`src/hw/rtl/ssnf_pkg.sv`:
```
// shared types, command codes and segment table for the seven-segment number framer
package ssnf_pkg;

  typedef logic [7:0] byte_t;
  typedef logic [3:0] bcd_t;
  typedef logic [2:0] bright_t;

  localparam int unsigned PADDR_W       = 3;
  localparam bright_t     BRIGHT_RESET  = 3'd7;

  localparam byte_t CMD_DATA       = 8'h40;
  localparam byte_t CMD_ADDR       = 8'hC0;
  localparam byte_t CMD_DISPLAY_ON = 8'h88;
  localparam byte_t SEG_BLANK      = 8'h00;

  // control between converter and byte sequencer
  typedef struct packed {
    logic done;
    logic clear;
  } conv_stat_t;

  function automatic int unsigned pow10(input int unsigned n);
    int unsigned r;
    r = 1;
    for (int unsigned k = 0; k < n; k++) begin
      r = r * 10;
    end
    return r;
  endfunction

  function automatic byte_t seg_of(input bcd_t d);
    byte_t s;
    case (d)
      4'd0: s = 8'h3f;
      4'd1: s = 8'h06;
      4'd2: s = 8'h5b;
      4'd3: s = 8'h4f;
      4'd4: s = 8'h66;
      4'd5: s = 8'h6d;
      4'd6: s = 8'h7d;
      4'd7: s = 8'h07;
      4'd8: s = 8'h7f;
      4'd9: s = 8'h6f;
      default: s = SEG_BLANK;
    endcase
    return s;
  endfunction

  function automatic bcd_t bcd_adj(input bcd_t d);
    return (d >= 4'd5) ? bcd_t'(d + 4'd3) : d;
  endfunction

endpackage

```
`src/hw/rtl/seven_segment_number_framer.sv`:
```
// top level of the seven-segment number framer: register port, clamp and datapath
//
// Input channel (in_valid_i / in_ready_o) takes one request word: action_i = 0
// shows value_i clamped to 0..10^DIGIT_COUNT-1, action_i = 1 blanks all digits.
// Output channel (out_valid_o / out_ready_i) gives one display byte per word
// with frame_start_o, frame_end_o and last_o on the final byte of a request.
// A show request gives 2*DIGIT_COUNT+2 words (10 at four digits), a clear
// request 2*DIGIT_COUNT words.
// The value is converted in a row of decimal digit cells, two bits per cycle;
// the first byte of a request is valid once the converter has flagged it done
// and the byte sequencer has taken its digits.
// Conversion of the next request overlaps the byte output of the current one.
// When the receiver stalls, the current byte holds and at most one converted
// request waits behind it; in_ready_o drops until that one moves on.
// Reset empties both stages and sets brightness to 7. The APB register at
// byte address 0 holds brightness in bits 2:0; pready is always high.
module seven_segment_number_framer #(
  parameter int unsigned DIGIT_COUNT = 4
) (
  input  logic                           clk_i,
  input  logic                           rst_ni,
  input  logic                           psel,
  input  logic                           penable,
  input  logic                           pwrite,
  input  logic [ssnf_pkg::PADDR_W-1:0]   paddr,
  input  logic [31:0]                    pwdata,
  output logic [31:0]                    prdata,
  output logic                           pready,
  input  logic                           in_valid_i,
  output logic                           in_ready_o,
  input  logic                           action_i,
  input  logic signed [31:0]             value_i,
  output logic                           out_valid_o,
  input  logic                           out_ready_i,
  output ssnf_pkg::byte_t                out_byte_o,
  output logic                           frame_start_o,
  output logic                           frame_end_o,
  output logic                           last_o
);
  import ssnf_pkg::*;

  localparam logic [31:0] LIMIT = 32'(pow10(DIGIT_COUNT) - 1);
  localparam int unsigned NBITS = $clog2(pow10(DIGIT_COUNT));
  localparam int unsigned VW    = NBITS + (NBITS % 2);

  bright_t       bright_q;
  logic          start;
  logic          chain_ready;
  logic          take;
  logic [31:0]   clamped;
  conv_stat_t    stat;
  bcd_t          digits [DIGIT_COUNT];

  // register port
  assign pready = 1'b1;
  assign prdata = paddr[2] ? 32'd0 : {29'd0, bright_q};

  always_ff @(posedge clk_i or negedge rst_ni) begin
    if (!rst_ni) begin
      bright_q <= BRIGHT_RESET;
    end else if (psel && penable && pwrite && !paddr[2]) begin
      bright_q <= pwdata[2:0];
    end
  end

  // clamp to the displayable range; clear requests pass zero
  always_comb begin
    if (value_i[31] || action_i) begin
      clamped = '0;
    end else if (32'(value_i) > LIMIT) begin
      clamped = LIMIT;
    end else begin
      clamped = 32'(value_i);
    end
  end

  assign in_ready_o = chain_ready;
  assign start      = in_valid_i && chain_ready;

  ssnf_bcd_chain #(
    .DIGIT_COUNT (DIGIT_COUNT),
    .VW          (VW)
  ) u_chain (
    .clk_i    (clk_i),
    .rst_ni   (rst_ni),
    .start_i  (start),
    .clear_i  (action_i),
    .value_i  (clamped[VW-1:0]),
    .take_i   (take),
    .ready_o  (chain_ready),
    .stat_o   (stat),
    .digits_o (digits)
  );

  ssnf_emitter #(
    .DIGIT_COUNT (DIGIT_COUNT)
  ) u_emitter (
    .clk_i         (clk_i),
    .rst_ni        (rst_ni),
    .stat_i        (stat),
    .digits_i      (digits),
    .bright_i      (bright_q),
    .take_o        (take),
    .out_valid_o   (out_valid_o),
    .out_ready_i   (out_ready_i),
    .out_byte_o    (out_byte_o),
    .frame_start_o (frame_start_o),
    .frame_end_o   (frame_end_o),
    .last_o        (last_o)
  );

endmodule

```
`src/hw/rtl/ssnf_bcd_cell.sv`:
```
// one decimal digit cell of the shift-and-add-3 chain, two bits per cycle while enabled
module ssnf_bcd_cell (
  input  logic              clk_i,
  input  logic              clr_i,
  input  logic              en_i,
  input  logic [1:0]        cin_i,
  output logic [1:0]        cout_o,
  output ssnf_pkg::bcd_t    digit_o
);
  import ssnf_pkg::*;

  bcd_t digit_q, digit_d;
  bcd_t a1, mid, a2;

  always_comb begin
    a1      = bcd_adj(digit_q);
    mid     = {a1[2:0], cin_i[1]};
    a2      = bcd_adj(mid);
    cout_o  = {a1[3], a2[3]};
    digit_d = {a2[2:0], cin_i[0]};
  end

  always_ff @(posedge clk_i) begin
    if (clr_i) begin
      digit_q <= '0;
    end else if (en_i) begin
      digit_q <= digit_d;
    end
  end

  assign digit_o = digit_q;

endmodule

```
`src/hw/rtl/ssnf_bcd_chain.sv`:
```
// binary to decimal converter: shift register feeding a row of digit cells
module ssnf_bcd_chain #(
  parameter int unsigned DIGIT_COUNT = 4,
  parameter int unsigned VW          = 14
) (
  input  logic                   clk_i,
  input  logic                   rst_ni,
  input  logic                   start_i,
  input  logic                   clear_i,
  input  logic [VW-1:0]          value_i,
  input  logic                   take_i,
  output logic                   ready_o,
  output ssnf_pkg::conv_stat_t   stat_o,
  output ssnf_pkg::bcd_t         digits_o [DIGIT_COUNT]
);
  import ssnf_pkg::*;

  localparam int unsigned STEPS = VW / 2;
  localparam int unsigned CW    = $clog2(STEPS + 1);

  logic [VW-1:0] bin_q, bin_d;
  logic [CW-1:0] cnt_q, cnt_d;
  logic          busy_q, busy_d;
  logic          done_q, done_d;
  logic          clear_q;
  logic [1:0]    carry [DIGIT_COUNT];

  assign ready_o = !busy_q && (!done_q || take_i);
  assign carry[0] = bin_q[VW-1 -: 2];

  for (genvar i = 0; i < DIGIT_COUNT; i++) begin : g_cell
    if (i < DIGIT_COUNT - 1) begin : g_mid
      ssnf_bcd_cell u_cell (
        .clk_i   (clk_i),
        .clr_i   (start_i),
        .en_i    (busy_q),
        .cin_i   (carry[i]),
        .cout_o  (carry[i+1]),
        .digit_o (digits_o[i])
      );
    end else begin : g_top
      ssnf_bcd_cell u_cell (
        .clk_i   (clk_i),
        .clr_i   (start_i),
        .en_i    (busy_q),
        .cin_i   (carry[i]),
        .cout_o  (),
        .digit_o (digits_o[i])
      );
    end
  end

  always_comb begin
    bin_d  = bin_q;
    cnt_d  = cnt_q;
    busy_d = busy_q;
    done_d = done_q;
    if (take_i) begin
      done_d = 1'b0;
    end
    if (start_i) begin
      bin_d  = value_i;
      cnt_d  = CW'(STEPS);
      busy_d = 1'b1;
    end else if (busy_q) begin
      bin_d = {bin_q[VW-3:0], 2'b00};
      cnt_d = cnt_q - CW'(1);
      if (cnt_q == CW'(1)) begin
        busy_d = 1'b0;
        done_d = 1'b1;
      end
    end
  end

  always_ff @(posedge clk_i or negedge rst_ni) begin
    if (!rst_ni) begin
      busy_q <= 1'b0;
      done_q <= 1'b0;
      cnt_q  <= '0;
    end else begin
      busy_q <= busy_d;
      done_q <= done_d;
      cnt_q  <= cnt_d;
    end
  end

  always_ff @(posedge clk_i) begin
    bin_q <= bin_d;
    if (start_i) begin
      clear_q <= clear_i;
    end
  end

  assign stat_o.done  = done_q;
  assign stat_o.clear = clear_q;

endmodule

```
`src/hw/rtl/ssnf_emitter.sv`:
```
// byte sequencer: walks the frame of one request and drives the output channel
module ssnf_emitter #(
  parameter int unsigned DIGIT_COUNT = 4
) (
  input  logic                   clk_i,
  input  logic                   rst_ni,
  input  ssnf_pkg::conv_stat_t   stat_i,
  input  ssnf_pkg::bcd_t         digits_i [DIGIT_COUNT],
  input  ssnf_pkg::bright_t      bright_i,
  output logic                   take_o,
  output logic                   out_valid_o,
  input  logic                   out_ready_i,
  output ssnf_pkg::byte_t        out_byte_o,
  output logic                   frame_start_o,
  output logic                   frame_end_o,
  output logic                   last_o
);
  import ssnf_pkg::*;

  localparam int unsigned PW = $clog2(2 * DIGIT_COUNT + 2);
  localparam int unsigned IW = (DIGIT_COUNT > 1) ? $clog2(DIGIT_COUNT) : 1;

  logic [PW-1:0] pos_q, pos_d;
  logic          busy_q, busy_d;
  logic          clear_q;
  byte_t         segs_q [DIGIT_COUNT];
  logic [PW-1:0] end_pos;
  logic [PW-1:0] sidx;
  logic          fire;

  assign end_pos     = clear_q ? PW'(2 * DIGIT_COUNT) : PW'(2 * DIGIT_COUNT + 1);
  assign last_o      = (pos_q == end_pos);
  assign out_valid_o = busy_q;
  assign fire        = busy_q && out_ready_i;
  assign take_o      = stat_i.done && (!busy_q || (fire && last_o));
  assign sidx        = PW'((pos_q >> 1) - PW'(1));

  always_comb begin
    if (pos_q == '0) begin
      out_byte_o    = CMD_DATA;
      frame_start_o = 1'b1;
      frame_end_o   = 1'b1;
    end else if (last_o && !clear_q) begin
      out_byte_o    = CMD_DISPLAY_ON | {5'b0, bright_i};
      frame_start_o = 1'b1;
      frame_end_o   = 1'b1;
    end else if (pos_q[0]) begin
      out_byte_o    = CMD_ADDR | byte_t'(pos_q >> 1);
      frame_start_o = 1'b1;
      frame_end_o   = 1'b0;
    end else begin
      out_byte_o    = segs_q[sidx[IW-1:0]];
      frame_start_o = 1'b0;
      frame_end_o   = 1'b1;
    end
  end

  always_comb begin
    pos_d  = pos_q;
    busy_d = busy_q;
    if (fire) begin
      if (last_o) begin
        busy_d = 1'b0;
      end else begin
        pos_d = pos_q + PW'(1);
      end
    end
    if (take_o) begin
      busy_d = 1'b1;
      pos_d  = stat_i.clear ? PW'(1) : '0;
    end
  end

  always_ff @(posedge clk_i or negedge rst_ni) begin
    if (!rst_ni) begin
      busy_q <= 1'b0;
      pos_q  <= '0;
    end else begin
      busy_q <= busy_d;
      pos_q  <= pos_d;
    end
  end

  always_ff @(posedge clk_i) begin
    if (take_o) begin
      clear_q <= stat_i.clear;
      for (int j = 0; j < DIGIT_COUNT; j++) begin
        segs_q[j] <= stat_i.clear ? SEG_BLANK : seg_of(digits_i[DIGIT_COUNT-1-j]);
      end
    end
  end

endmodule

```
`config.mk`:
```
export PLATFORM = sky130hd
export DESIGN_NAME = seven_segment_number_framer
export DESIGN_NICKNAME = d
export VERILOG_FILES = /design/src/hw/rtl/ssnf_pkg.sv /design/src/hw/rtl/seven_segment_number_framer.sv /design/src/hw/rtl/ssnf_bcd_cell.sv /design/src/hw/rtl/ssnf_bcd_chain.sv /design/src/hw/rtl/ssnf_emitter.sv
export SDC_FILE = /design/constraint.sdc
export NUM_CORES = 1
export LEC_CHECK = 0
export ABC_AREA = 0
export BUFFER_PORTS_ARGS = -buffer_cell sky130_fd_sc_hd__buf_2
export CORE_ASPECT_RATIO = 2
export CORE_MARGIN = 2
export CORE_UTILIZATION = 30
export CTS_CLUSTER_SIZE = 20
export DETAILED_ROUTE_END_ITERATION = 10
export HOLD_SLACK_MARGIN = 0.08
export PLACE_DENSITY = 0.56
export SKIP_LAST_GASP = 1
export SLEW_MARGIN = 15
export SYNTH_ARGS = -nofsm -noshare
export SYNTH_HDL_FRONTEND = slang
export SYNTH_HIERARCHICAL = 1
export SYNTH_SLANG_ARGS = --single-unit
```
`constraint.sdc`:
```
create_clock -name clk_i -period 4.55 [get_ports clk_i]
set_input_delay 0.6825 -clock clk_i [delete_from_list [all_inputs] [get_ports clk_i]]
set_output_delay 0.6825 -clock clk_i [all_outputs]
set_load 0.03 [all_outputs]
```
==> metrics.txt <==
TritonCTS clock tree built; startpoint types flop; worst min-delay path category input port to async pin; Finish-stage setup viols 0; total congestion overflow 0; clk sink count 73; setup repair bufs after CTS 0; root buffer cell clkbuf_16; # resized after CTS 0; Slew Viols, Final 0; final hold vios 0; slack of the critical path 1.49 ns; Overall Power 4.61 mW; Power Density 763 nW/um^2; Least-Margin Pin Slew around 0.88 ns; clock tree buffer depth 2; area added between synthesis and finish 11.6%; WP data required 4.52 ns; dpl cells approximately 810; worst clock skew 0.00636 ns; Mapped Cells 561; Syn Area/Cell 9.64 sq um; Hold Slack between 0.2 and 0.25 ns; Critical Path End Type flop; largest net degree at the start of global routing 36; DRC violations left 0; fmax about 0.33 GHz; core area between 15,000 and 20,000 sq um; DRT antenna net count 0; Fillers approximately 1,800; final WL approximately 11,000 um; I/O pin total 121; Post-Syn Area between 5000 and 6000 sq um; non-filler cells in the finished layout around 820; final estimated routing congestion in global placement 0.815; register-to-register setup slack 1.49 ns; Port Buffers 59; Pleak ~2.5 nW; critical path fanouts, max 17; status finished clean; first-pass GRT wire length 18,500 um; vias in the first global route 3,920; Worst-path clk slew 0.06 ns; First-pass DRT Iterations 4; CTS Buf Count 9; worst r2r src u_emitter/pos_q[1]; Area after DPL 5730 sq um; initial core utilization 30.6%; final period demand of the worst path 3.06 ns; Register-to-Register Path Depth 7; Die ar. 19,200 sq um; Max-slew headroom 41.3%; CTS H-tree lvls 3; setup TNS 0 ns; Max IR drop VDD between 200 and 250 uV; initial antenna violation count 0; Cell Rows 69; post-DR wirelength/cell 13.4 um; layout cells sized above 1 about a fifth; final core occ about a third; fin area 6040 sq um; DP HPWL 8620 um; RSZ-0062 raised after global routing no; Worst Setup Path Type flop to flop; die height 194 um; CTS Hold Buffers Added 0; via count 4,038; GRT Overall Usage a little under an eighth; FF+latch area 1970 sq um; # nets final 718; worst r2r dst u_chain/bin_q[2]; period utilization 67.3%; worst path arrival time 3.03 ns; DIE WIDTH between 90 and 100 um; Multi-input gate area 3010 sq um; warnings from Yosys 6; ANT cells 0; maxcap violations 0; Iteration-0 DRC Markers roughly 150; vias per inst 4.90; Clock Latency Late Sink between 0.3 and 0.4 ns; pre-CTS setup slack between 1 and 1.5 ns
worst max path at each step:
stage | slack, ns | depth (start not counted) | to | start
after floorplan | 0.50 | 9 | u_chain/bin_q[0] | u_emitter/pos_q[1]
after global placement | 1.47 | 7 | u_chain/bin_q[0] | u_emitter/pos_q[1]
after detailed placement | 1.43 | 7 | u_chain/bin_q[4] | u_emitter/pos_q[1]
after CTS | 1.42 | 7 | u_chain/bin_q[4] | u_emitter/pos_q[1]
after global routing | 1.23 | 7 | u_chain/bin_q[5] | u_emitter/pos_q[1]
final | 1.49 | 7 | u_chain/bin_q[2] | u_emitter/pos_q[1]
registers in the layout, indices dropped and copies added (netlist names), 3 cells and up:
signal	count
u_chain/cnt_q	3
bright_q	3
u_chain/g_cell.g_top.u_cell/digit_o	4
u_chain/g_cell.g_mid.u_cell/digit_o	12
u_emitter/pos_q	4
u_chain/bin_q	14
u_emitter/segs_q	28
area by class of cell:
class | instances | area share [%]
multi-input cells | 415 | 49.8
flip-flops and latches | 73 | 32.6
repair buffers | 62 | 5.26
clock buffers | 12 | 4.62
well taps | 213 | 4.41
inverters | 45 | 2.80
clock inverters | 4 | 0.497
report_power, final:
| group | internal (mW) | switching [mW] | total (mW) | leakage (nW) |
|---|---|---|---|---|
| logic | 1.08 | 1.40 | 2.47 | 1.64 |
| registers | 1.04 | 0.379 | 1.42 | 0.705 |
| clock network | 0.438 | 0.274 | 0.712 | 0.154 |
| total | 2.55 | 2.05 | 4.61 | 2.50 |
cell usage in the layout (no fill, tap or decap), drive strengths merged, types with 6 or more instances in the layout:
cell	instances
clkbuf	12
edfxtp	44
or2	9
dfxtp	16
nor3	7
a311oi	8
mux2	17
conb	30
xnor2	9
buf	62
a21oi	34
ha	37
nor2b	8
dfrtp	10
or3	6
nor4	15
mux4	6
o21ai	25
inv	47
o41a	7
mux2i	11
nand2b	22
nand2	31
nor2	59
nor3b	7
critical path: stages (launching register included):
cell      delay, ns
dfrtp_1        0.58
or3b_4         0.53
nor2_8         0.15
a21boi_1       0.10
nor2b_2        0.14
o21a_1         0.15
and2_2         0.46
or2_1          0.58
routing by layer:
metal	part of all wire, %	global-route usage (%)	wire [um]	vias up
met5	0	0	0	-
met4	3.8	6.04	425	0
met3	4.1	2.02	449	23
met2	55	22.0	6100	110
met1	37	12.0	4090	1873
li1	-	-	-	2032
Note: power is estimated with default switching activity, not from simulation.
